## config.mk

```make
export PLATFORM = sky130hd
export DESIGN_NAME = sensorless_six_step_commutator
export DESIGN_NICKNAME = d
export VERILOG_FILES = /design/src/rtl/core/ssc_pkg.sv /design/src/rtl/core/ssc_cfg.sv /design/src/rtl/core/ssc_engine.sv /design/src/rtl/core/sensorless_six_step_commutator.sv
export VERILOG_INCLUDE_DIRS = /design/src /design/src/rtl/core
export SDC_FILE = /design/constraint.sdc
export NUM_CORES = 1
export LEC_CHECK = 0
export BUFFER_PORTS_ARGS = -buffer_cell sky130_fd_sc_hd__buf_2
export CAP_MARGIN = 20
export CORE_MARGIN = 2
export CORE_UTILIZATION = 45
export CTS_CLUSTER_DIAMETER = 40
export CTS_CLUSTER_SIZE = 14
export DETAILED_ROUTE_END_ITERATION = 8
export MAX_ROUTING_LAYER = met4
export SLEW_MARGIN = 20
export SYNTH_ARGS = -nofsm -noshare
export SYNTH_HDL_FRONTEND = slang
export SYNTH_SLANG_ARGS = --single-unit
export TNS_END_PERCENT = 30
```

## constraint.sdc

```tcl
create_clock -name clk -period 6.4 [get_ports clk]
set_input_delay 0.64 -clock clk [delete_from_list [all_inputs] [get_ports clk]]
set_output_delay 0.64 -clock clk [all_outputs]
set_load 0.01 [all_outputs]
```

## src/rtl/core/sensorless_six_step_commutator_macros.svh

```systemverilog
// assertion macros for the six-step commutator
// used by the top level only, needs a clk and rst in scope
`ifndef SENSORLESS_SIX_STEP_COMMUTATOR_MACROS_SVH
`define SENSORLESS_SIX_STEP_COMMUTATOR_MACROS_SVH

// same-cycle implication, checked outside reset
`define SSC_ASSERT_NOW(label, ante, cons, msg) \
  label: assert property (@(posedge clk) disable iff (rst) (ante) |-> (cons)) \
    else $error(msg);

// next-cycle implication, checked outside reset
`define SSC_ASSERT_NEXT(label, ante, cons, msg) \
  label: assert property (@(posedge clk) disable iff (rst) (ante) |=> (cons)) \
    else $error(msg);

`endif

```

## src/rtl/core/ssc_pkg.sv

```systemverilog
// shared types, constants and helpers for the six-step commutator
// no dependencies; used by every module of the block
package ssc_pkg;

  // commutation and sampling constants
  localparam int NUM_STEPS       = 6;
  localparam int SAMPLE_INTERVAL = 50;

  localparam int TimerW   = 24;
  localparam int SzcW     = 24;
  localparam int SstW     = 21;
  localparam int SampleW  = 6;
  localparam int StepW    = 3;
  localparam int DutyW    = 7;
  localparam int CfgDataW = 20;
  localparam int CfgIdxW  = 3;

  localparam logic [DutyW-1:0] DutyMax = 7'd100;

  // run modes
  typedef enum logic [2:0] {
    MODE_IDLE   = 3'd0,
    MODE_ALIGN  = 3'd1,
    MODE_RAMP   = 3'd2,
    MODE_CLOSED = 3'd3,
    MODE_DELAY  = 3'd4,
    MODE_FAULT  = 3'd5
  } mode_t;

  // fault codes
  localparam logic [2:0] FAULT_NONE       = 3'd0;
  localparam logic [2:0] FAULT_RAMP_DRV   = 3'd1;
  localparam logic [2:0] FAULT_ADC        = 3'd2;
  localparam logic [2:0] FAULT_CLOSED_DRV = 3'd3;
  localparam logic [2:0] FAULT_STALL      = 3'd4;

  // register indexes
  localparam logic [CfgIdxW-1:0] REG_ALIGN_DUTY   = 3'd0;
  localparam logic [CfgIdxW-1:0] REG_ALIGN_TIME   = 3'd1;
  localparam logic [CfgIdxW-1:0] REG_RAMP_DUTY    = 3'd2;
  localparam logic [CfgIdxW-1:0] REG_RAMP_START   = 3'd3;
  localparam logic [CfgIdxW-1:0] REG_RAMP_END     = 3'd4;
  localparam logic [CfgIdxW-1:0] REG_RAMP_DEC     = 3'd5;
  localparam logic [CfgIdxW-1:0] REG_CLOSED_DUTY  = 3'd6;
  localparam logic [CfgIdxW-1:0] REG_STALL_TIME   = 3'd7;

  // configuration registers
  typedef struct packed {
    logic [6:0]  align_duty;
    logic [19:0] align_time_us;
    logic [6:0]  ramp_duty;
    logic [15:0] ramp_start_period_us;
    logic [15:0] ramp_end_period_us;
    logic [11:0] ramp_decrement_us;
    logic [6:0]  closed_duty;
    logic [19:0] stall_timeout_us;
  } cfg_t;

  // one tick word
  typedef struct packed {
    logic start_req;
    logic bemf_cross;
    logic adc_ok;
    logic driver_ok;
  } tick_t;

  // one result word
  typedef struct packed {
    logic             drive_enable;
    logic [StepW-1:0] phase_step;
    logic [DutyW-1:0] duty_percent;
    mode_t            mode;
    logic [2:0]       fault_code;
    logic             commutated;
    logic             edge_reset;
    logic             sample_taken;
  } result_t;

  // saturate a duty register at full scale
  function automatic logic [DutyW-1:0] clamp_duty(input logic [DutyW-1:0] d);
    clamp_duty = (d > DutyMax) ? DutyMax : d;
  endfunction

  // next commutation step with wrap
  function automatic logic [StepW-1:0] step_after(input logic [StepW-1:0] s);
    logic [StepW:0] inc;
    inc = {1'b0, s} + 1'b1;
    step_after = (inc >= (StepW+1)'(NUM_STEPS)) ? '0 : inc[StepW-1:0];
  endfunction

endpackage

```

## src/rtl/core/ssc_cfg.sv

```systemverilog
// configuration register file for the six-step commutator
// depends on ssc_pkg for the register layout and index codes
module ssc_cfg (
  input  logic                         clk,
  input  logic                         rst,
  input  logic                         cfg_wr_en,
  input  logic [ssc_pkg::CfgIdxW-1:0]  cfg_index,
  input  logic [ssc_pkg::CfgDataW-1:0] cfg_wdata,
  output ssc_pkg::cfg_t                cfg
);

  // register writes, truncated to each register's width
  always_ff @(posedge clk) begin
    if (rst) begin
      cfg.align_duty           <= 7'd20;
      cfg.align_time_us        <= 20'd500000;
      cfg.ramp_duty            <= 7'd25;
      cfg.ramp_start_period_us <= 16'd8000;
      cfg.ramp_end_period_us   <= 16'd1500;
      cfg.ramp_decrement_us    <= 12'd40;
      cfg.closed_duty          <= 7'd35;
      cfg.stall_timeout_us     <= 20'd500000;
    end else if (cfg_wr_en) begin
      unique case (cfg_index)
        ssc_pkg::REG_ALIGN_DUTY:  cfg.align_duty           <= cfg_wdata[6:0];
        ssc_pkg::REG_ALIGN_TIME:  cfg.align_time_us        <= cfg_wdata;
        ssc_pkg::REG_RAMP_DUTY:   cfg.ramp_duty            <= cfg_wdata[6:0];
        ssc_pkg::REG_RAMP_START:  cfg.ramp_start_period_us <= cfg_wdata[15:0];
        ssc_pkg::REG_RAMP_END:    cfg.ramp_end_period_us   <= cfg_wdata[15:0];
        ssc_pkg::REG_RAMP_DEC:    cfg.ramp_decrement_us    <= cfg_wdata[11:0];
        ssc_pkg::REG_CLOSED_DUTY: cfg.closed_duty          <= cfg_wdata[6:0];
        ssc_pkg::REG_STALL_TIME:  cfg.stall_timeout_us     <= cfg_wdata;
      endcase
    end
  end

endmodule

```

## src/rtl/core/ssc_engine.sv

```systemverilog
// run-mode sequencer: align, open-loop ramp, closed-loop commutation, faults
// depends on ssc_pkg; advances one tick whenever fire is high
module ssc_engine (
  input  logic               clk,
  input  logic               rst,
  input  logic               fire,
  input  ssc_pkg::tick_t     tick,
  input  ssc_pkg::cfg_t      cfg,
  output ssc_pkg::result_t   result
);

  ssc_pkg::mode_t                   mode, mode_next;
  logic [ssc_pkg::StepW-1:0]        step_index, step_index_next;
  logic [ssc_pkg::TimerW-1:0]       wait_timer, wait_timer_next;
  logic [15:0]                      ramp_period, ramp_period_next;
  logic [ssc_pkg::SzcW-1:0]         since_zc, since_zc_next;
  logic [ssc_pkg::SstW-1:0]         since_step, since_step_next;
  logic [ssc_pkg::SampleW-1:0]      sample_count, sample_count_next;
  logic [2:0]                       fault_latch, fault_latch_next;

  logic                             p_comm, p_edge, p_sample;
  logic [ssc_pkg::TimerW-1:0]       wt_dec;
  logic [ssc_pkg::SzcW-1:0]         szc_inc;
  logic [ssc_pkg::SstW-1:0]         sst_inc;
  logic [ssc_pkg::SampleW-1:0]      sc_inc;
  logic [ssc_pkg::TimerW-1:0]       half_int;
  logic [15:0]                      rp_cur;
  logic                             ramp_go, comm_go;
  logic [ssc_pkg::DutyW-1:0]        duty;

  // counter helpers shared by the mode arms
  always_comb begin
    wt_dec   = (wait_timer != '0) ? wait_timer - 1'b1 : wait_timer;
    szc_inc  = (since_zc != '1) ? since_zc + 1'b1 : since_zc;
    sst_inc  = (since_step != '1) ? since_step + 1'b1 : since_step;
    sc_inc   = sample_count + 1'b1;
    half_int = szc_inc >> 1;
  end

  // next-state logic for one tick
  always_comb begin
    mode_next         = mode;
    step_index_next   = step_index;
    wait_timer_next   = wait_timer;
    ramp_period_next  = ramp_period;
    since_zc_next     = since_zc;
    since_step_next   = since_step;
    sample_count_next = sample_count;
    fault_latch_next  = fault_latch;
    p_comm            = 1'b0;
    p_edge            = 1'b0;
    p_sample          = 1'b0;
    ramp_go           = 1'b0;
    comm_go           = 1'b0;
    rp_cur            = ramp_period;

    unique case (mode)
      ssc_pkg::MODE_IDLE, ssc_pkg::MODE_FAULT: begin
        if (tick.start_req) begin
          mode_next        = ssc_pkg::MODE_ALIGN;
          fault_latch_next = ssc_pkg::FAULT_NONE;
          step_index_next  = '0;
          wait_timer_next  = ssc_pkg::TimerW'(cfg.align_time_us);
          p_comm           = 1'b1;
        end
      end
      ssc_pkg::MODE_ALIGN: begin
        wait_timer_next = wt_dec;
        if (wt_dec == '0) begin
          rp_cur  = cfg.ramp_start_period_us;
          ramp_go = 1'b1;
        end
      end
      ssc_pkg::MODE_RAMP: begin
        wait_timer_next = wt_dec;
        if (wt_dec == '0) begin
          ramp_go = 1'b1;
        end
      end
      ssc_pkg::MODE_CLOSED: begin
        since_zc_next     = szc_inc;
        since_step_next   = sst_inc;
        sample_count_next = sc_inc;
        if (sc_inc >= ssc_pkg::SampleW'(ssc_pkg::SAMPLE_INTERVAL)) begin
          sample_count_next = '0;
          p_sample          = 1'b1;
          if (!tick.adc_ok) begin
            mode_next        = ssc_pkg::MODE_FAULT;
            fault_latch_next = ssc_pkg::FAULT_ADC;
            wait_timer_next  = '0;
          end else if (tick.bemf_cross) begin
            wait_timer_next = half_int;
            since_zc_next   = '0;
            if (half_int == '0) begin
              comm_go = 1'b1;
            end else begin
              mode_next = ssc_pkg::MODE_DELAY;
            end
          end else if (sst_inc > ssc_pkg::SstW'(cfg.stall_timeout_us)) begin
            mode_next        = ssc_pkg::MODE_FAULT;
            fault_latch_next = ssc_pkg::FAULT_STALL;
            wait_timer_next  = '0;
          end
        end
      end
      ssc_pkg::MODE_DELAY: begin
        since_zc_next   = szc_inc;
        since_step_next = sst_inc;
        wait_timer_next = wt_dec;
        if (wt_dec == '0) begin
          comm_go = 1'b1;
        end
      end
      default: begin
        mode_next        = ssc_pkg::MODE_IDLE;
        fault_latch_next = ssc_pkg::FAULT_NONE;
        wait_timer_next  = '0;
      end
    endcase

    // open-loop step, or hand-over to closed loop
    if (ramp_go) begin
      ramp_period_next = rp_cur;
      if (rp_cur > cfg.ramp_end_period_us) begin
        step_index_next = ssc_pkg::step_after(step_index);
        if (!tick.driver_ok) begin
          mode_next        = ssc_pkg::MODE_FAULT;
          fault_latch_next = ssc_pkg::FAULT_RAMP_DRV;
          wait_timer_next  = '0;
        end else begin
          p_comm           = 1'b1;
          wait_timer_next  = ssc_pkg::TimerW'(rp_cur);
          ramp_period_next = (rp_cur > 16'(cfg.ramp_decrement_us)) ?
                             rp_cur - 16'(cfg.ramp_decrement_us) : '0;
          mode_next        = ssc_pkg::MODE_RAMP;
        end
      end else begin
        mode_next         = ssc_pkg::MODE_CLOSED;
        p_edge            = 1'b1;
        since_zc_next     = '0;
        since_step_next   = '0;
        sample_count_next = '0;
        wait_timer_next   = '0;
      end
    end

    // closed-loop commutation
    if (comm_go) begin
      step_index_next = ssc_pkg::step_after(step_index);
      if (!tick.driver_ok) begin
        mode_next        = ssc_pkg::MODE_FAULT;
        fault_latch_next = ssc_pkg::FAULT_CLOSED_DRV;
        wait_timer_next  = '0;
      end else begin
        p_comm            = 1'b1;
        p_edge            = 1'b1;
        since_step_next   = '0;
        sample_count_next = '0;
        mode_next         = ssc_pkg::MODE_CLOSED;
      end
    end
  end

  // duty for the mode after this tick
  always_comb begin
    unique case (mode_next)
      ssc_pkg::MODE_ALIGN:  duty = ssc_pkg::clamp_duty(cfg.align_duty);
      ssc_pkg::MODE_RAMP:   duty = ssc_pkg::clamp_duty(cfg.ramp_duty);
      ssc_pkg::MODE_CLOSED,
      ssc_pkg::MODE_DELAY:  duty = ssc_pkg::clamp_duty(cfg.closed_duty);
      default:              duty = '0;
    endcase
  end

  // result word built from the post-tick state
  always_comb begin
    result.drive_enable = (mode_next != ssc_pkg::MODE_IDLE) &&
                          (mode_next != ssc_pkg::MODE_FAULT);
    result.phase_step   = step_index_next;
    result.duty_percent = duty;
    result.mode         = mode_next;
    result.fault_code   = fault_latch_next;
    result.commutated   = p_comm;
    result.edge_reset   = p_edge;
    result.sample_taken = p_sample;
  end

  // state registers
  always_ff @(posedge clk) begin
    if (rst) begin
      mode         <= ssc_pkg::MODE_IDLE;
      step_index   <= '0;
      wait_timer   <= '0;
      ramp_period  <= '0;
      since_zc     <= '0;
      since_step   <= '0;
      sample_count <= '0;
      fault_latch  <= ssc_pkg::FAULT_NONE;
    end else if (fire) begin
      mode         <= mode_next;
      step_index   <= step_index_next;
      wait_timer   <= wait_timer_next;
      ramp_period  <= ramp_period_next;
      since_zc     <= since_zc_next;
      since_step   <= since_step_next;
      sample_count <= sample_count_next;
      fault_latch  <= fault_latch_next;
    end
  end

endmodule

```

## src/rtl/core/sensorless_six_step_commutator.sv

```systemverilog
// top level of the sensorless six-step commutator: tick register, sequencer, result register
// depends on ssc_pkg, ssc_cfg, ssc_engine and sensorless_six_step_commutator_macros.svh
//
//   port group   direction  handshake              word
//   tick in      in         in_valid / in_ready    start_req bemf_cross adc_ok driver_ok
//   result out   out        out_valid / out_ready  drive_enable .. sample_taken
//   config       in         cfg_wr_en              cfg_index cfg_wdata
//
// one tick word per clock sustained while the output is not stalled; a word is held
// in the tick register until the sequencer takes it, and the result register is loaded
// on the same edge that updates the sequencer state.
// rst is synchronous and returns the block to idle with the default register values.
// a stalled output backs up into the tick register; in_ready drops only when both are full.
`include "sensorless_six_step_commutator_macros.svh"

module sensorless_six_step_commutator (
  input  logic                         clk,
  input  logic                         rst,
  input  logic                         in_valid,
  output logic                         in_ready,
  input  logic                         start_req,
  input  logic                         bemf_cross,
  input  logic                         adc_ok,
  input  logic                         driver_ok,
  output logic                         out_valid,
  input  logic                         out_ready,
  output logic                         drive_enable,
  output logic [2:0]                   phase_step,
  output logic [6:0]                   duty_percent,
  output logic [2:0]                   mode,
  output logic [2:0]                   fault_code,
  output logic                         commutated,
  output logic                         edge_reset,
  output logic                         sample_taken,
  input  logic                         cfg_wr_en,
  input  logic [ssc_pkg::CfgIdxW-1:0]  cfg_index,
  input  logic [ssc_pkg::CfgDataW-1:0] cfg_wdata
);

  ssc_pkg::cfg_t    cfg;
  ssc_pkg::tick_t   s1_tick;
  ssc_pkg::result_t eng_result;
  ssc_pkg::result_t out_word;
  logic             s1_valid;
  logic             s1_adv;
  logic             fire;
  logic             in_take;

  // handshake control
  assign s1_adv   = !out_valid || out_ready;
  assign fire     = s1_valid && s1_adv;
  assign in_ready = !s1_valid || s1_adv;
  assign in_take  = in_valid && in_ready;

  // configuration registers
  ssc_cfg u_cfg (
    .clk       (clk),
    .rst       (rst),
    .cfg_wr_en (cfg_wr_en),
    .cfg_index (cfg_index),
    .cfg_wdata (cfg_wdata),
    .cfg       (cfg)
  );

  // tick register
  always_ff @(posedge clk) begin
    if (rst) begin
      s1_valid <= 1'b0;
    end else if (in_take) begin
      s1_valid <= 1'b1;
    end else if (s1_adv) begin
      s1_valid <= 1'b0;
    end
  end

  always_ff @(posedge clk) begin
    if (in_take) begin
      s1_tick.start_req  <= start_req;
      s1_tick.bemf_cross <= bemf_cross;
      s1_tick.adc_ok     <= adc_ok;
      s1_tick.driver_ok  <= driver_ok;
    end
  end

  // sequencer
  ssc_engine u_engine (
    .clk    (clk),
    .rst    (rst),
    .fire   (fire),
    .tick   (s1_tick),
    .cfg    (cfg),
    .result (eng_result)
  );

  // result register
  always_ff @(posedge clk) begin
    if (rst) begin
      out_valid <= 1'b0;
    end else if (fire) begin
      out_valid <= 1'b1;
    end else if (out_ready) begin
      out_valid <= 1'b0;
    end
  end

  always_ff @(posedge clk) begin
    if (fire) begin
      out_word <= eng_result;
    end
  end

  // result fields
  assign drive_enable = out_word.drive_enable;
  assign phase_step   = out_word.phase_step;
  assign duty_percent = out_word.duty_percent;
  assign mode         = out_word.mode;
  assign fault_code   = out_word.fault_code;
  assign commutated   = out_word.commutated;
  assign edge_reset   = out_word.edge_reset;
  assign sample_taken = out_word.sample_taken;

  // checks
  `SSC_ASSERT_NOW(a_drive_matches_mode, out_valid,
    drive_enable == (out_word.mode == ssc_pkg::MODE_ALIGN ||
                     out_word.mode == ssc_pkg::MODE_RAMP ||
                     out_word.mode == ssc_pkg::MODE_CLOSED ||
                     out_word.mode == ssc_pkg::MODE_DELAY),
    "drive enable disagrees with run mode")
  `SSC_ASSERT_NOW(a_fault_code_only_in_fault, out_valid && fault_code != ssc_pkg::FAULT_NONE,
    out_word.mode == ssc_pkg::MODE_FAULT, "fault code latched outside fault mode")
  `SSC_ASSERT_NOW(a_no_duty_when_off, out_valid && !drive_enable,
    duty_percent == '0, "duty applied with drive disabled")
  `SSC_ASSERT_NEXT(a_tick_held_on_stall, s1_valid && !s1_adv,
    s1_valid && $stable(s1_tick), "pending tick lost while result stalled")

endmodule

```

Word-level counts from Yosys, hierarchy flattened:

Index checks and enable logic that the tools add are counted.

* bits of input ports: 32
* register bits after elaboration: 231

* reductions and logical operators: 29
* add/sub/neg operators: 6
* equal/unequal tests: 19
* magnitude comparators: 8
* multiplexer cells: 92

Operators by type and width (count)
* $mux 24: 15
* $mux 21: 6
* $mux 16: 7
* $mux 3: 27
* $pmux 24 s3: 1
* $logic_not 24->1: 2
* $pmux 24 s2: 1
* $mux 6: 6
* $add 24x1->24 const B: 1
* $ne 24x24->1 const B: 1
* $reduce_bool 24->1: 1
* $sub 24x1->24 const B: 1
* $mux 1: 22
* $add 21x1->21 const B: 1
* $eq 3x3->1 const B: 7
* $gt 21x20->1: 1
* $gt 7x7->1 const B: 3
* $mux 7: 3
* $ne 21x21->1 const B: 1
* $pmux 7 s3: 1
* $eq 3x2->1 const B: 6
* $pmux 3 s3: 2
* $reduce_and 2->1: 9
* $gt 16x12->1: 1
* 17 further kinds: 28

Logic depth before layout (Yosys ltp):

Gate-level depths: netlist of the first run.

* depth in word-level cells: 13
* gate-level depth with buffers: 29
* depth with buffers taken out: 23

Modules after synthesis:

From an unflattened synthesis of the first run, not the netlist that was laid out.

* cells, all modules: 1779
* area, all modules: 14754.2 um2

By module, submodules not included
* ssc_engine: cells each 1351, instances 1, seq. area each 2001.9 um2, area each 9775.6 um2
* ssc_cfg: cells each 394, instances 1, seq. area each 2102.0 um2, area each 4154.0 um2
* sensorless_six_step_commutator: cells each 34, instances 1, seq. area each 760.7 um2, area each 824.5 um2

Worst setup path after synthesis of the first run:

OpenSTA, ideal clock, no wires.

* kind: register to register
* start point: register u_engine.wait_timer[0] (netlist bit)
* end point: register u_engine.sample_count[4] (netlist bit)
* arrival time: 5.586 ns
* slack: 0.743 ns
* period minus slack after synthesis: 5.657 ns
* path buffers: 6
* library setup time: 0.071 ns
* cell stages (with the launch flop): 27
* cell sequence: dfxtp_1 clkbuf_1 inv_1 ha_1 or3b_1 clkbuf_1 o21ai_0 nand2_1 or4_1 a311oi_1 and4b_1 buf_4 nand3_4 buf_6 buf_6 mux2_4 ha_1 nand4_1 nor3_1 a21boi_0 o31a_1 nand2b_1 nor4_2 a311oi_2 clkbuf_1 nand3_1 a21oi_1

* longest elaborated chain between the ends: 10
* elaborated cells on any way between the ends: 14
* those cells by class: 1 x add/sub; 1 x order compare; 10 x mux; 2 x reduce/logical

RTL lines
* start, declared: line ssc_engine.sv:14 `logic [ssc_pkg::TimerW-1:0] wait_timer, wait_timer_next;`
* start signal, assigned: line ssc_engine.sv:202 `wait_timer <= wait_timer_next;`
* $sub 24x1->24 / $reduce_bool 24->1 (equally long branches): line ssc_engine.sv:33 `wt_dec = (wait_timer != '0) ? wait_timer - 1'b1 : wait_timer;`
* $mux 24 *: line ssc_engine.sv:33
* $logic_not 24->1 *: line ssc_engine.sv:69, ssc_engine.sv:76, ssc_engine.sv:110
* $mux 16: line ssc_engine.sv:69 `if (wt_dec == '0) begin`
* $mux 16: line ssc_engine.sv:57 `unique case (mode)`
* $gt 16x16->1: line ssc_engine.sv:124 `if (rp_cur > cfg.ramp_end_period_us) begin`
* $mux 6: line ssc_engine.sv:124
* $mux 6: line ssc_engine.sv:122 `if (ramp_go) begin`
* $mux 6: line ssc_engine.sv:150 `if (!tick.driver_ok) begin`
* $mux 6 *: line ssc_engine.sv:148 `if (comm_go) begin`
* end signal, assigned: line ssc_engine.sv:206 `sample_count <= sample_count_next;`
* end, declared: line ssc_engine.sv:18 `logic [ssc_pkg::SampleW-1:0] sample_count, sample_count_next;`

Mark *: on every way between the ends. The rest lies on a longest branch, timed or not.
A chain may end at the register's enable or synchronous reset.

==> flow_summary.toml, run 1 <==
[timing]
tightest_slew_ns = 1.083
relSlewSlack_pct = 27.55
rsz0062_at_grt = "yes"
report.final.slew_viol_count = 0
fin_tns_setup_ns = 0
skew_ns = 0.01790
setup_violations = 0
timing.final.crit_share_pct = 94.02
max_freq_mhz = 166.2
finalCriticalPeriod_ns = 6.017
hold_viol = 0

[logic_synthesis]
ys_ff_latch = 231
syn_avg_cell_area_um2 = 7.730
synth_top_cell_by_area = "dfxtp_1"
synth_top_family_by_area = "simple AND/OR/NAND/NOR gates"
ys_warn_count = 0
synthArstFlopShare_pct = 0
synthAdderAreaFrac_pct = 5.067
ys_top_cells_by_count = "278 x nand2_1, 207 x dfxtp_1, 171 x a21oi_1, 156 x nor2_1, 106 x clkbuf_1"
synth_xor_area_share_pct = 3.140
synth_compound_area_share_pct = 24.23
post-synth-top-count-cell = "nand2_1"
syn_inst = 1840
synth_cell_types = 92
synth_edf_count = 24
syn_nets = 1929
synthSimpleGateAreaFrac_pct = 25.02
synth-main-ff-cell = "dfxtp_1"
muxShareOfSynthArea_pct = 2.665
synth.area.top_cells = "dfxtp_1 29%, nand2_1 7.3%, a21oi_1 6.0%"
mappedNetlistArea_um2 = 14220
ys_seq_area_share_pct = 34.20
synth_top_cell_area_share_pct = 29.13

[power]
ir_worst_vdd_mv = 0.2929
pwr_density_cell_nw_per_um2 = 274.4
p_switching_mw = 1.303
p_leak_nw = 6.298
switching_share_pct = 28.90
power_mw = 4.510
power_frac_seq_pct = 34.1
clkPwrFrac_pct = 50.2
power.internal_mw = 3.207
pwr-share-comb_pct = 15.7

[setup_path]
crit_required_ns = 6.77
reg2reg_from = "u_engine.wait_timer[0]"
crit_type = "register to register"
cp_data_arrival_time_ns = 6.39
worstPathMaxFanout = 15
critical_path.startpoint_type = "register"
cp-end-kind = "register"
cp-startpoint = "u_engine.wait_timer[0]"

[grt]
grt_pass1_vias = 13000
gr-total-overflow = 0
gr-usage-all-layers_pct = 28.64
antenna_found_initial = 0
grt_max_degree = 105
grt_pass1_wl_mm = 73.15

[floorplanning]
core_area_um2 = 31310
row_count = 65
floorplan.initialDensity_pct = 45.43
die_area_um2 = 33050
die_y_um = 181.8
die_w_um = 181.8
ioPinCount = 54

[cells_and_area]
drive_gt1_share_pct = 12.99
area_growth_pct = 15.58
n_antenna_cell = 0
fillers = 3034
finalNetCount = 1957
final_core_util_pct = 52.50

[clock_network]
cts_buffers = 42
cts_max_level = 2
clk_latency_ns = 0.55
cts_hold_buffers = 0
cts_sinks = 231
clockRootBuffer = "clkbuf_16"
clk_pin_slew_ns = 0.05
cts_buffer_depth = 3
cts_tree = "built"

[place]
dp_hpwl_mm = 32.77
port_buffers = 53
place.gp.congestion = 0.9562

[route]
via_count = 13900
drtIter0Drc = 1181
via_per_inst = 6.034
drt_wl_total_mm = 46.11
ant_nets = 0
drt_first_pass_iters = 6
wl_per_cell_um = 20.01
drc_errors = 0

[worst_hold_path]
min-delay-start = "adc_ok"
hp-class = "primary input to register"

[run_status]
status = "finished, final reports clean"

[flow_run]
maxCapViolations = 0
==> critical path, cell delays in order, from the launching register on <==
cell and delay, ns:
dfxtp_1 0.30, inv_1 0.10, ha_1 0.30, or3b_4 0.48, o21ai_1 0.20, nand2_1 0.07
or4_1 0.51, a311oi_1 0.27, and4b_1 0.30, nand3_4 0.30, mux2_2 0.45, ha_1 0.30
nor2b_1 0.13, o211ai_1 0.22, a21boi_0 0.12, o31a_1 0.40, buf_4 0.19, o21ai_0 0.08
nand2_1 0.10, a22oi_2 0.27, nor2_1 0.09, nand3b_1 0.35, o211ai_1 0.28
==> metal layers <==
layer  up-vias  routed length [um]  part of all wire (%)  global-route usage [%]
met1      6575               20610                    45                   38.41
met5         -                   0                     0                       -
met4         0                1609                   3.5                   10.57
met2       502               20840                    45                   44.03
li1       6738                   -                     -                       -
met3        88                3056                   6.6                   4.011
==> sequential cells by signal (all words and copies together) (netlist names) <==
signal / cells
drive_enable: 1
u_engine.ramp_period: 16
phase_step: 3
u_engine.since_step: 21
out_valid: 1
edge_reset: 1
u_engine.fault_latch: 3
sample_taken: 1
s1_valid: 1
u_engine.sample_count: 6
u_engine.wait_timer: 24
commutated: 1
u_engine.step_index: 3
duty_percent: 7
u_engine.since_zc: 24
fault_code: 3
s1_tick: 4
u_engine.mode: 3
mode: 3
u_cfg.cfg: 105
==> power by group through the flow <==
stage	Clock, mW	Sequential (mW)	Combinational [mW]
after floorplan	0	1.56	0.476
final	2.26	1.54	0.707
after global routing	2.36	1.54	0.774
after detailed placement	0	1.57	0.686
after global placement	0	1.57	0.692
after CTS	2.29	1.54	0.691
==> layout by cell type (no fill, tap or decap), drive strengths merged, types with 17 or more instances in the layout <==
master,n
ha,56
a211o,21
clkbuf,50
edfxtp,24
nor3,38
nand4,35
buf,112
dfxtp,207
mux2i,19
nor2b,20
nand3,49
a22oi,53
xor2,22
nand2,278
nand3b,31
nor2,157
xnor2,29
a31oi,24
inv,82
o21ai,120
a211oi,19
or4,19
nand2b,18
a21oi,171
nor4,17
==> logic make-up (layout without fill, tap and decap cells) <==
logic type               count (synthesis)  in the layout
AO/OA/AOI/OAI                          537            537
XOR/XNOR                                51             51
buffers and inverters                  202            264
flip-flops                             231            231
AND/OR/NAND/NOR                        729            729
multiplexers                            33             33
adder cells (fa/ha/maj)                 57             57
==> timing repair <==
| action | CTS | global route |
|---|---|---|
| setup endpoints to repair | 0 | 58 |
| setup buffers | 0 | 1 |
| endpoints found under the hold margin | 0 | 0 |
| gates resized for setup | 0 | 9 |
==> through the flow <==
stage	cells	hold WS, ns	area [um2]	setup WS (ns)
finish	2304	0.2712	16440	0.3828
global route	2304	0.2612	16440	-0.04671
CTS	2301	0.2591	16360	0.1966
detailed placement	2223	0.4395	14910	0.2199
global placement	2223	0.4304	14910	0.3513
floorplan	1840	0.4238	14220	0.7429
==> final timing paths <==
check | to | slack (ns) | depth (start not counted)
hold reg to reg | u_engine.ramp_period[0] | 0.44 | 2
hold / removal | s1_tick[1] | 0.27 | 1
setup reg to reg | duty_percent[5] | 0.38 | 22
setup / recovery | duty_percent[5] | 0.38 | 22
==> cell type report <==
class	instances	area [um2]	share of cell area (%)
Clock inverter	28	275.3	1.674
Inverter	74	277.8	1.690
Tap cell	402	503.0	3.060
Timing Repair Buffer	112	738.2	4.490
Clock buffer	50	1174	7.139
Sequential cell	231	4865	29.59
Multi-Input combinational cell	1407	8607	52.36
(Power assumes the default switching activity.)
==> run 2: changes to the inputs <==
Settings changed: RECOVER_POWER from default to 100.
==> flow_summary.toml, run 2 (same netlist as run 1, synthesis figures left out) <==
[run_status]
status = "complete, but fails checks"
violations = "capacitance limit, slew limit"

[clock_network]
cts_buffer_depth = 3
cts_tree = "built"
cts_buffers = 42
cts_max_level = 2
clk_latency_ns = 0.55
clockRootBuffer = "clkbuf_16"
clk_pin_slew_ns = 0.05
cts_sinks = 231

[power]
ir_worst_vdd_mv = 0.2925
power_mw = 4.510
pwr_density_cell_nw_per_um2 = 275.0
p_leak_nw = 6.217

[cells_and_area]
largestRegisters = "u_cfg.cfg: 105 flops, u_engine.since_zc: 24 flops, u_engine.wait_timer: 24 flops"
n_antenna_cell = 0
fillers = 3041
multi_input_area_um2 = 8607
area_growth_pct = 15.27
fin_area_um2 = 16400
finalNetCount = 1957
regArea_um2 = 4865
layout.cells.most_common = "nand2_1"
drive_gt1_share_pct = 11.57
largest_reg_flops = 105
final_cell_mix = "278 x nand2_1, 207 x dfxtp_1, 171 x a21oi_1"
largest-register = "u_cfg.cfg"

[timing]
rsz0062_at_grt = "yes"
report.final.slew_viol_count = 123
finalCriticalPeriod_ns = 6.046
skew_ns = 0.01872
timing.final.crit_share_pct = 94.47
setup_violations = 0
hold_viol = 0
max_freq_mhz = 165.4
fin_tns_setup_ns = 0
tightest_slew_ns = 3.586
relSlewSlack_pct = -139.1
whs_ns = 0.2695

[route]
drtIter0Drc = 1218
via_per_inst = 6.027
ant_nets = 0
drc_errors = 0
drt_first_pass_iters = 6
via_count = 13890
wl_per_cell_um = 20.01
drt_wl_total_mm = 46.09

[worst_hold_path]
min-delay-start = "adc_ok"
hp-class = "primary input to register"
worst_hold_path.endpoint = "s1_tick[1]"
hold_depth = 1

[place]
place.gp.congestion = 0.9562
dp_hpwl_mm = 32.77
port_buffers = 53
placed_cell_area_um2 = 14910

[grt]
grt_max_degree = 105
gr-total-overflow = 0
antenna_found_initial = 0
gr-usage-all-layers_pct = 28.64
grt_pass1_vias = 13000
grt_pass1_wl_mm = 73.15

[setup_path]
crit_required_ns = 6.79
worstPathMaxFanout = 15
critical_path.startpoint_type = "register"
crit_type = "register to register"
reg2reg_depth = 22
r2r_setup_slack_ns = 0.35
reg2reg_from = "u_engine.wait_timer[0]"
cp_data_arrival_time_ns = 6.43
cp-end-kind = "register"
reg2reg_to = "u_engine.sample_count[0]"

[floorplanning]
die_w_um = 181.8
die_y_um = 181.8
core_area_um2 = 31310
floorplan.initialDensity_pct = 45.43
row_count = 65
die_area_um2 = 33050
ioPinCount = 54

[flow_run]
maxCapViolations = 2
## run 2: power by group
| part | leakage [nW] | switching [mW] | internal, mW |
|---|---|---|---|
| clock | 0.711 | 0.817 | 1.45 |
| combinational | 3.60 | 0.455 | 0.251 |
| sequential | 1.91 | 0.0326 | 1.51 |
| total | 6.22 | 1.30 | 3.21 |
## run 2: through the flow
stage,utilization [%],instances,setup WS (ns)
final,52.36,2304,0.3541
after global placement,47.62,2223,0.3513
after detailed placement,47.62,2223,0.2199
after floorplan,-,1840,0.7429
after global routing,52.36,2304,-0.04671
after CTS,52.25,2301,0.1966
## run 2: cell type report
class                           instances  area share (%)
Tap cell                              402           3.068
Clock inverter                         28           1.679
Inverter                               74           1.694
Timing Repair Buffer                  112           4.235
Multi-Input combinational cell       1407           52.50
Sequential cell                       231           29.67
Clock buffer                           50           7.158
## run 2: critical path, cell delays in order, from the launching register on
cell and delay [ns]:
dfxtp_1 0.30, inv_1 0.10, ha_1 0.31, or3b_4 0.48, o21ai_1 0.21, nand2_1 0.07
or4_1 0.51, a311oi_1 0.27, and4b_1 0.30, nand3_4 0.30, mux2_2 0.45, ha_1 0.30
nor2b_1 0.13, o211ai_1 0.23, a21boi_0 0.13, o31a_1 0.39, nand2b_1 0.20, nor4_2 0.27
buf_4 0.19, a311o_1 0.29, o21ai_1 0.12, a21oi_1 0.26, nor2_1 0.05
## run 2: timing repair
action,in CTS,in global routing
endpoints found under the setup margin,0,58
setup buffers,0,1
gates resized for setup,0,9
hold buffers,0,0
## run 2: metal layers
metal | vias to the layer above | wire length [um] | track usage [%]
met2 | 461 | 20880 | 44.03
met3 | 86 | 2847 | 4.011
met4 | 0 | 1613 | 10.57
li1 | 6733 | - | -
met1 | 6607 | 20750 | 38.41
met5 | - | 0 | -
## run 2: worst max-delay path by stage
stage,from,endpoint,slack (ns),cells past startpoint
after global routing,u_engine.wait_timer[0],u_engine.since_step[19],-0.05,24
after global placement,u_engine.wait_timer[0],duty_percent[4],0.35,22
after detailed placement,u_engine.wait_timer[0],duty_percent[5],0.22,22
after CTS,u_engine.wait_timer[0],duty_percent[5],0.20,22
final,u_engine.wait_timer[0],u_engine.sample_count[0],0.35,22
after floorplan,u_engine.wait_timer[0],u_engine.sample_count[4],0.74,26
==> run 3: changes to the inputs <==
Settings changed: REMOVE_ABC_BUFFERS from default to 1.
==> flow_summary.toml, run 3 (same netlist as run 1, synthesis figures left out) <==
[clock_network]
clk_latency_ns = 0.55
cts_buffers = 41
cts_sinks = 231
cts_hold_buffers = 0
clk_pin_slew_ns = 0.06
cts_tree = "built"
clockRootBuffer = "clkbuf_16"
cts_max_level = 2
cts_buffer_depth = 3

[timing]
timing.final.crit_share_pct = 94.02
setup_slack_ns = 0.3825
fin_tns_setup_ns = 0
skew_ns = 0.02388
hold_viol = 0
report.final.slew_viol_count = 229
finalCriticalPeriod_ns = 6.018
rsz0062_at_grt = "no"
setup_violations = 0
whs_ns = 0.2833
max_freq_mhz = 166.2
relSlewSlack_pct = -112.6
tightest_slew_ns = 3.189

[setup_path]
reg2reg_depth = 21
crit_required_ns = 6.84
reg2reg_to = "u_engine.wait_timer[2]"
critical_path.startpoint_type = "register"
reg2reg_from = "u_engine.wait_timer[9]"
crit_type = "register to register"
cp-startpoint = "u_engine.wait_timer[9]"
worstPathMaxFanout = 27
cp_data_arrival_time_ns = 6.46
r2r_setup_slack_ns = 0.38
endpoint = "u_engine.wait_timer[2]"
cp-end-kind = "register"

[cells_and_area]
final_cell_mix = "278 x nand2_1, 207 x dfxtp_1, 171 x a21oi_1"
n_antenna_cell = 0
area_growth_pct = 14.84
largestRegisters = "u_cfg.cfg: 105 flops, u_engine.since_zc: 24 flops, u_engine.wait_timer: 24 flops"
finalNetCount = 1954
largest_reg_flops = 105
layout.cells.most_common = "nand2_1"
drive_gt1_share_pct = 10.75
largest-register = "u_cfg.cfg"
fillers = 3025
final_cell_count_no_fill = 2299

[place]
place.gp.congestion = 0.9457
dp_cells = 2220
pre_cts_ws_ns = 0.09180
port_buffers = 53
dp_hpwl_mm = 33.08

[route]
via_per_inst = 6.045
drtIter0Drc = 1199
via_count = 13900
wl_per_cell_um = 20.19
ant_nets = 0
drt_first_pass_iters = 5
drc_errors = 0
drt_wl_total_mm = 46.42

[power]
pwr_density_cell_nw_per_um2 = 278.9
p_leak_nw = 6.191
ir_worst_vdd_mv = 0.2696

[run_status]
violations = "capacitance limit, slew limit"
status = "complete, but fails checks"

[grt]
antenna_found_initial = 0
grt_pass1_vias = 12970
gr-total-overflow = 0
gr-usage-all-layers_pct = 28.71
grt_max_degree = 72
grt_pass1_wl_mm = 73.13

[flow_run]
maxCapViolations = 4

[floorplanning]
die_area_um2 = 33050
floorplan.initialDensity_pct = 45.43
die_w_um = 181.8
die_y_um = 181.8
row_count = 65
core_area_um2 = 31310
ioPinCount = 54

[worst_hold_path]
hp-class = "primary input to register"
## run 3: worst max-delay path, cell delays in order (launching register included)
cell      delay, ns
dfxtp_1        0.41
or4_1          0.71
nor2_1         0.24
a31oi_1        0.14
or4_1          0.56
a311oi_1       0.30
and4b_1        0.31
nand3_4        0.09
buf_12         0.17
mux2_4         0.34
ha_1           0.29
nand4_1        0.13
nor3_1         0.26
a21boi_0       0.22
o31a_1         0.30
buf_4          0.17
nand2_1        0.07
buf_4          0.27
or3_1          0.48
o21ai_0        0.27
a21oi_1        0.06
nor2_1         0.11
## run 3: area by class of cell
cell class | instances | area [um2] | share of cell area (%)
Clock buffer | 47 | 1121 | 6.863
Clock inverter | 28 | 332.8 | 2.038
Sequential cell | 231 | 4865 | 29.78
Tap cell | 402 | 503.0 | 3.079
Timing Repair Buffer | 110 | 648.1 | 3.968
Inverter | 74 | 277.8 | 1.700
Multi-Input combinational cell | 1407 | 8587 | 52.57
## run 3: per-layer routing
layer  track usage (%)  vias to the layer above  share of wire [%]
met5                 -                        -                  0
met4             10.41                        0                3.5
met3             3.951                       96                5.8
met2             44.98                      424                 46
met1             37.93                     6664                 45
li1                  -                     6713                  -
## run 3: per-stage QoR
stage	utilization [%]	area, um2	total power, mW
6_report	52.17	16330	4.556
5_1_grt	52.17	16330	4.721
4_1_cts	52.22	16350	4.568
3_3_place_gp	47.56	14890	2.265
2_1_floorplan	-	13690	1.991
3_5_place_dp	47.58	14900	2.263
## run 3: worst min-delay path by stage
| stage | slack [ns] | cells past startpoint | end | from |
|---|---|---|---|---|
| 6_report | 0.28 | 1 | s1_tick[3] | start_req |
| 5_1_grt | 0.27 | 1 | s1_tick[3] | start_req |
| 4_1_cts | 0.27 | 1 | s1_tick[2] | bemf_cross |
| 3_5_place_dp | 0.44 | 2 | u_engine.ramp_period[1] | u_engine.ramp_period[1] |
| 3_3_place_gp | 0.43 | 2 | u_engine.ramp_period[6] | u_engine.ramp_period[6] |
| 2_1_floorplan | 0.42 | 2 | u_engine.ramp_period[6] | u_engine.ramp_period[6] |
## run 3: repair_timing
item | in CTS | in global routing
resized for setup | 0 | 5
endpoints found under the setup margin | 0 | 70
buffers inserted | 0 | 3
## run 3: report_power, final
part / internal, mW / switching [mW]
sequential: 1.51 / 0.0363
clock: 1.48 / 0.814
combinational: 0.255 / 0.465
